### src/sv/scfi_pkg.sv
// Shared constants, types and the sine table for the sine/cosine block.
package scfi_pkg;

  // Angles in degrees with 6 fraction bits.
  localparam int unsigned AngleW = 16;
  localparam int unsigned RedW   = 18;   // signed width for range reduction
  localparam int unsigned QW     = 13;   // first-quadrant angle, 0..5760
  localparam int unsigned IdxW   = 5;    // table index
  localparam int unsigned LutW   = 15;   // table entries are non-negative Q14
  localparam int unsigned DiffW  = 11;   // largest step between entries is 1142
  localparam int unsigned ValW   = 16;

  localparam logic signed [RedW-1:0] DEG90      = 18'sd5760;
  localparam logic signed [RedW-1:0] DEG180     = 18'sd11520;
  localparam logic signed [RedW-1:0] DEG270     = 18'sd17280;
  localparam logic signed [RedW-1:0] DEG360     = 18'sd23040;
  localparam logic signed [RedW-1:0] DEG720     = 18'sd46080;
  localparam logic [AngleW-1:0]      COS_OFFSET = 16'd5760;
  localparam logic [AngleW-1:0]      FRAC_MASK  = 16'hFF00;
  localparam logic [IdxW-1:0]        IDX_LAST   = 5'd22;
  localparam logic signed [ValW-1:0] VAL_MAX    = 16'sd16394;

  // Selector codes carried in tuser.
  localparam logic ACT_SINE   = 1'b0;
  localparam logic ACT_COSINE = 1'b1;

  // Result of range reduction and quadrant fold.
  typedef struct packed {
    logic [QW-1:0] q;     // angle folded into 0..90 degrees
    logic          neg;   // lower half of the circle
  } fold_t;

  // sin(4k degrees) in Q14, truncated; last entry trimmed so 90 degrees is exact.
  function automatic logic [LutW-1:0] sine_lut(input logic [IdxW-1:0] idx);
    logic [LutW-1:0] r;
    case (idx)
      5'd0:    r = 15'd0;
      5'd1:    r = 15'd1142;
      5'd2:    r = 15'd2280;
      5'd3:    r = 15'd3406;
      5'd4:    r = 15'd4516;
      5'd5:    r = 15'd5603;
      5'd6:    r = 15'd6663;
      5'd7:    r = 15'd7691;
      5'd8:    r = 15'd8682;
      5'd9:    r = 15'd9630;
      5'd10:   r = 15'd10531;
      5'd11:   r = 15'd11381;
      5'd12:   r = 15'd12175;
      5'd13:   r = 15'd12910;
      5'd14:   r = 15'd13582;
      5'd15:   r = 15'd14188;
      5'd16:   r = 15'd14725;
      5'd17:   r = 15'd15190;
      5'd18:   r = 15'd15582;
      5'd19:   r = 15'd15897;
      5'd20:   r = 15'd16135;
      5'd21:   r = 15'd16294;
      5'd22:   r = 15'd16374;
      5'd23:   r = 15'd16394;
      default: r = 15'd0;
    endcase
    return r;
  endfunction

endpackage

### src/sv/scfi_fold.sv
// Cosine offset, range reduction into 0..360 degrees and fold into the first quadrant.
module scfi_fold (
  input  logic                           action,
  input  logic [scfi_pkg::AngleW-1:0]    angle,
  output scfi_pkg::fold_t                fold
);
  import scfi_pkg::*;

  logic [AngleW-1:0]      raw;
  logic signed [RedW-1:0] v;
  logic signed [RedW-1:0] r;
  logic signed [RedW-1:0] q_wide;

  // Cosine is sine shifted by 90 degrees; the sum wraps in 16 bits.
  assign raw = (action == ACT_COSINE) ? angle + COS_OFFSET : angle;
  assign v   = RedW'($signed(raw));

  // Bring the angle into 0..360; exactly 360 is kept as is.
  always_comb begin
    if (v > DEG360) begin
      r = v - DEG360;
    end else if (v < -DEG360) begin
      r = v + DEG720;
    end else if (v < 0) begin
      r = v + DEG360;
    end else begin
      r = v;
    end
  end

  // Fold by quadrant; boundary angles belong to the lower quadrant.
  always_comb begin
    if (r > DEG270) begin
      q_wide   = DEG360 - r;
      fold.neg = 1'b1;
    end else if (r > DEG180) begin
      q_wide   = r - DEG180;
      fold.neg = 1'b1;
    end else if (r > DEG90) begin
      q_wide   = DEG180 - r;
      fold.neg = 1'b0;
    end else begin
      q_wide   = r;
      fold.neg = 1'b0;
    end
    fold.q = q_wide[QW-1:0];
  end

endmodule

### src/sv/scfi_interp.sv
// Table lookup with linear interpolation and sign for the folded angle.
module scfi_interp (
  input  scfi_pkg::fold_t              fold,
  output logic [scfi_pkg::ValW-1:0]    value
);
  import scfi_pkg::*;

  logic [IdxW-1:0]       idx;
  logic [7:0]            frac;
  logic [LutW-1:0]       left;
  logic [LutW-1:0]       right;
  logic [DiffW-1:0]      diff;
  logic [DiffW+7:0]      prod;
  logic [LutW-1:0]       mag;

  // Interval index and the 8-bit position within it.
  assign idx  = (fold.q[QW-1:8] > IDX_LAST) ? IDX_LAST : fold.q[QW-1:8];
  assign frac = fold.q[7:0] & ~FRAC_MASK[7:0];

  // Table is increasing, so the step and the product are non-negative.
  assign left  = sine_lut(idx);
  assign right = sine_lut(idx + IdxW'(1));
  assign diff  = DiffW'(right - left);
  assign prod  = frac * diff;
  assign mag   = left + LutW'(prod[DiffW+7:8]);

  // Lower half of the circle negates.
  assign value = fold.neg ? ValW'(-{1'b0, mag}) : ValW'({1'b0, mag});

endmodule

### src/sv/sine_cosine_fp6_interp.sv
// Top level of the sine/cosine block: input register, compute logic, result register.
// Sine or cosine of an angle in degrees (signed, 6 fraction bits), returned in signed
// Q14. The block takes one item per clock unless a stalled output holds it back. An
// accepted item enters the input register, then a single pass of range reduction,
// quadrant fold, two table reads and an 8-bit interpolation multiply feeds the result
// register. Both registers advance together whenever the result is taken or empty,
// so a stalled output holds back input only when both are full.
// tuser carries the selector (0 = sine, 1 = cosine); any 16-bit angle gives a result.
module sine_cosine_fp6_interp (
  input  logic                            clk,
  input  logic                            rst,
  input  logic                            s_axis_tvalid,
  output logic                            s_axis_tready,
  input  logic [scfi_pkg::AngleW-1:0]     s_axis_tdata,   // [15:0] angle
  input  logic                            s_axis_tuser,   // [0] action
  output logic                            m_axis_tvalid,
  input  logic                            m_axis_tready,
  output logic [scfi_pkg::ValW-1:0]       m_axis_tdata    // [15:0] value
);
  import scfi_pkg::*;

  logic              s1_valid;
  logic              s1_action;
  logic [AngleW-1:0] s1_angle;
  logic              out_advance;
  fold_t             fold;
  logic [ValW-1:0]   value;

  // Result register takes a new value when it is empty or being read.
  assign out_advance   = !m_axis_tvalid || m_axis_tready;
  assign s_axis_tready = !s1_valid || out_advance;

  // Input register.
  always_ff @(posedge clk) begin
    if (rst) begin
      s1_valid <= 1'b0;
    end else if (s_axis_tready) begin
      s1_valid <= s_axis_tvalid;
    end
  end

  always_ff @(posedge clk) begin
    if (s_axis_tready && s_axis_tvalid) begin
      s1_action <= s_axis_tuser;
      s1_angle  <= s_axis_tdata;
    end
  end

  scfi_fold u_fold (
    .action (s1_action),
    .angle  (s1_angle),
    .fold   (fold)
  );

  scfi_interp u_interp (
    .fold  (fold),
    .value (value)
  );

  // Result register.
  always_ff @(posedge clk) begin
    if (rst) begin
      m_axis_tvalid <= 1'b0;
    end else if (out_advance) begin
      m_axis_tvalid <= s1_valid;
    end
  end

  always_ff @(posedge clk) begin
    if (out_advance && s1_valid) begin
      m_axis_tdata <= value;
    end
  end

  // A shown result always lies within the table's range.
  a_value_range: assert property (@(posedge clk) disable iff (rst)
    m_axis_tvalid |-> ($signed(m_axis_tdata) <= VAL_MAX &&
                       $signed(m_axis_tdata) >= -VAL_MAX))
    else $error("result outside Q14 range");

  // The folded angle never exceeds 90 degrees.
  a_fold_range: assert property (@(posedge clk) disable iff (rst)
    s1_valid |-> (fold.q <= QW'(DEG90)))
    else $error("folded angle above 90 degrees");

  // Input is held off only when both registers are full and the output stalls.
  a_ready_stall: assert property (@(posedge clk) disable iff (rst)
    !s_axis_tready |-> (s1_valid && m_axis_tvalid && !m_axis_tready))
    else $error("input stalled without cause");

  // An accepted item reaches the input register.
  a_accept_load: assert property (@(posedge clk) disable iff (rst)
    (s_axis_tvalid && s_axis_tready) |=> s1_valid)
    else $error("accepted item lost");

  // A waiting item moves on to the result register when it is free.
  a_advance: assert property (@(posedge clk) disable iff (rst)
    (s1_valid && out_advance) |=> m_axis_tvalid)
    else $error("item not moved to result register");

endmodule
### config.mk
export PLATFORM = sky130hd
export DESIGN_NAME = sine_cosine_fp6_interp
export DESIGN_NICKNAME = d
export VERILOG_FILES = /design/src/sv/scfi_pkg.sv /design/src/sv/scfi_fold.sv /design/src/sv/scfi_interp.sv /design/src/sv/sine_cosine_fp6_interp.sv
export SDC_FILE = /design/constraint.sdc
export NUM_CORES = 1
export LEC_CHECK = 0
export BUFFER_PORTS_ARGS = -buffer_cell sky130_fd_sc_hd__buf_2
export CORE_AREA = 4 4 142 144
export CTS_CLUSTER_SIZE = 8
export DETAILED_ROUTE_END_ITERATION = 8
export DIE_AREA = 0 0 146 148
export GPL_TIMING_DRIVEN = 1
export PLACE_DENSITY = 0.55
export SYNTH_ARGS = -nofsm -noshare
export SYNTH_HDL_FRONTEND = slang
export SYNTH_HIERARCHICAL = 1
export SYNTH_SLANG_ARGS = --single-unit
### constraint.sdc
create_clock -name clk -period 24.4 [get_ports clk]
set_clock_uncertainty 0.1 [all_clocks]
set_input_delay 2.44 -clock clk [delete_from_list [all_inputs] [get_ports clk]]
set_output_delay 2.44 -clock clk [all_outputs]
set_load 0.02 [all_outputs]
==> flow_summary.yaml <==
outcome:
  outcome: "completed"
sta:
  fin_crit_ps: 17670
  final_max_slew_viol_count: 0
  setup-tns-final_ps: 0
  worstMarginPinSlew_ps: 1050
  setup_violations: 0
  period_share_pct: 72.4
  fmax_mhz: 56.6
  hold_violations: 0
  rsz0062_at_grt: "false"
  slew_headroom_pct: 29.3
logic_synthesis:
  yosysSeqAreaShare_pct: 13.2
  yosysUniqueCellTypes: 100
  ys_ff_latch: 35
  synth_ff_type: "edfxtp_1"
  synth_top_cell_by_area: "fa_1"
  netlist_instances: 943
  postSynthAreaPerCell_um2: 8.31
  synthArstFlopShare_pct: 0
  syn-num-nets: 1104
  syn_area_um2: 7840
  synth_top_area_share_pct: 14.0
  synthTopCellsByArea: "fa_1 14%, ha_1 14%, edfxtp_1 13%"
  synth_edf_count: 33
  ys_warn_count: 6
finish:
  areaGrowthSynthToFinish_pct: 6.72
  final_common_cell: "inv_1"
  regArea_um2: 1030
  stdcell_count: 1189
  drive_gt1_share_pct: 10.8
  final_cell_mix: "98 x inv_1, 91 x nand2_1, 85 x ha_1"
  multi_input_area_um2: 6230
  nFillCells: 1871
  diodes: 0
  nets: 1115
place:
  portBuffers: 38
  place_inst: 1181
  gp_congestion: 0.869
  hpwl_um: 15100
critical_path:
  crit_path_end_kind: "flip-flop"
  setup.worst_path.start: "s1_action$_DFFE_PP_"
  slowest_stage: "edfxtp_1"
  timing.rr.start: "s1_action$_DFFE_PP_"
  max_stage_delay_ps: 770
  cp-start-kind: "flip-flop"
  arrival_ps: 17610
  crit_path_max_fanout: 22
  criticalPathCategory: "reg -> reg"
  required_ps: 24340
global_route:
  grt_use_met1_pct: 25.0
  grt_usage_pct: 18.1
  grtUsageMet2_pct: 30.2
  busiest_layer: "met2"
  grt-ovfl-total: 0
  grt_start_max_net_pins: 38
  grt_pass1_vias: 6563
  grt_first_pass_wirelength_um: 32700
  grt.met3_usage_pct: 2.48
  antenna_found_initial: 0
clock_tree:
  hold_buffers: 0
  clkSlewWorstSetupHoldPaths_ps: 60
  cts_buffer_depth: 2
  cts_resized: 0
  cts-root-buf: "clkbuf_16"
  cts_max_level: 2
  cts_buffers: 5
  cts_tree: "yes"
  post_cts_buffers: 0
  clkSinkCount: 35
  clkLatencyLatePin_ps: 290
run:
  max_cap_viol_count: 0
routing:
  vias_per_cell: 5.64
  wirelength_um: 19200
  drtPass1Iterations: 6
  drtAntennaViolNets: 0
  drc: 0
  vias: 6710
  post_drt_wl_per_cell_um: 16.2
  drt_iter0_markers: 308
floorplan:
  core.rowCount: 50
  initial_core_util_pct: 41.9
  coreArea_um2: 18700
  die_x_um: 146
  ios: 39
  die-area_um2: 21600
  die_h_um: 148
worst_hold_path:
  worstHoldStart: "s1_valid$_SDFFE_PP0P_"
  hold_class: "reg -> reg"
-- worst paths after layout --
path | to | slack (ps) | depth (start not counted)
setup / recovery | m_axis_tdata[13]$_DFFE_PP_ | 6730 | 63
hold / removal | m_axis_tvalid$_SDFFE_PP0P_ | 390 | 2
setup reg to reg | m_axis_tdata[13]$_DFFE_PP_ | 6730 | 63
hold reg to reg | m_axis_tvalid$_SDFFE_PP0P_ | 390 | 2
-- cell type report --
cell class / instances / share of cell area (%)
Inverter: 106 / 4.76
Timing Repair Buffer: 44 / 2.81
Sequential cell: 35 / 12.3
Tap cell: 234 / 3.50
Clock buffer: 5 / 1.50
Clock inverter: 3 / 0.568
Multi-Input combinational cell: 762 / 74.5
-- stage by stage --
step | area, µm² | hold WS, ps | util [%] | setup slack (ps)
floorplan | 7840 | 361 | - | 9120
CTS | 8360 | 391 | 44.7 | 6820
global placement | 8190 | 381 | 43.8 | 7090
finish | 8360 | 386 | 44.7 | 6730
detailed placement | 8190 | 379 | 43.8 | 6910
global route | 8360 | 425 | 44.7 | 5320
-- cell usage after synthesis, types with 12 or more instances --
| cell type | n |
|---|---|
| o21ai_0 | 49 |
| nand2b_1 | 14 |
| inv_1 | 98 |
| ha_1 | 85 |
| nand2_1 | 91 |
| xnor2_1 | 43 |
| a21oi_1 | 49 |
| edfxtp_1 | 33 |
| xor2_1 | 14 |
| nor3_1 | 19 |
| and2_1 | 57 |
| nand3_1 | 12 |
| nor2b_1 | 14 |
| fa_1 | 55 |
| clkbuf_1 | 21 |
| nor2_1 | 48 |
-- cell families after synthesis --
group / synth area share [%]
AO/OA/AOI/OAI: 21.5
XOR/XNOR: 6.99
adder cells (fa/ha/maj): 27.6
buffers and inverters: 7.58
flip-flops: 13.2
multiplexers: 1.63
AND/OR/NAND/NOR: 21.5
-- registers in the layout, indices dropped and copies added (netlist names) --
register and cells:
m_axis_tvalid 1, m_axis_tdata 16, s1_valid 1, s1_action 1
s1_angle 16
-- metal layers --
metal	vias up	share of wire, %
met3	20	3.6
met2	158	48
met5	-	0
met4	0	1.3
li1	3319	-
met1	3213	47
-- worst max-delay path: cells and delay by family, from the launching register on --
family                     cells  cell delay, ps
xor gates and xnor gates       3             680
and+or+nand+nor               14            2890
muxes                          1             270
DFF                            1             770
buffers and inverters          6             850
AOI/OAI and AO/OA             28            7220
adders and majority gates     11            4600
Power is not shown: default switching activity piles up to over one toggle a cycle in this logic, so the estimate is an artifact.
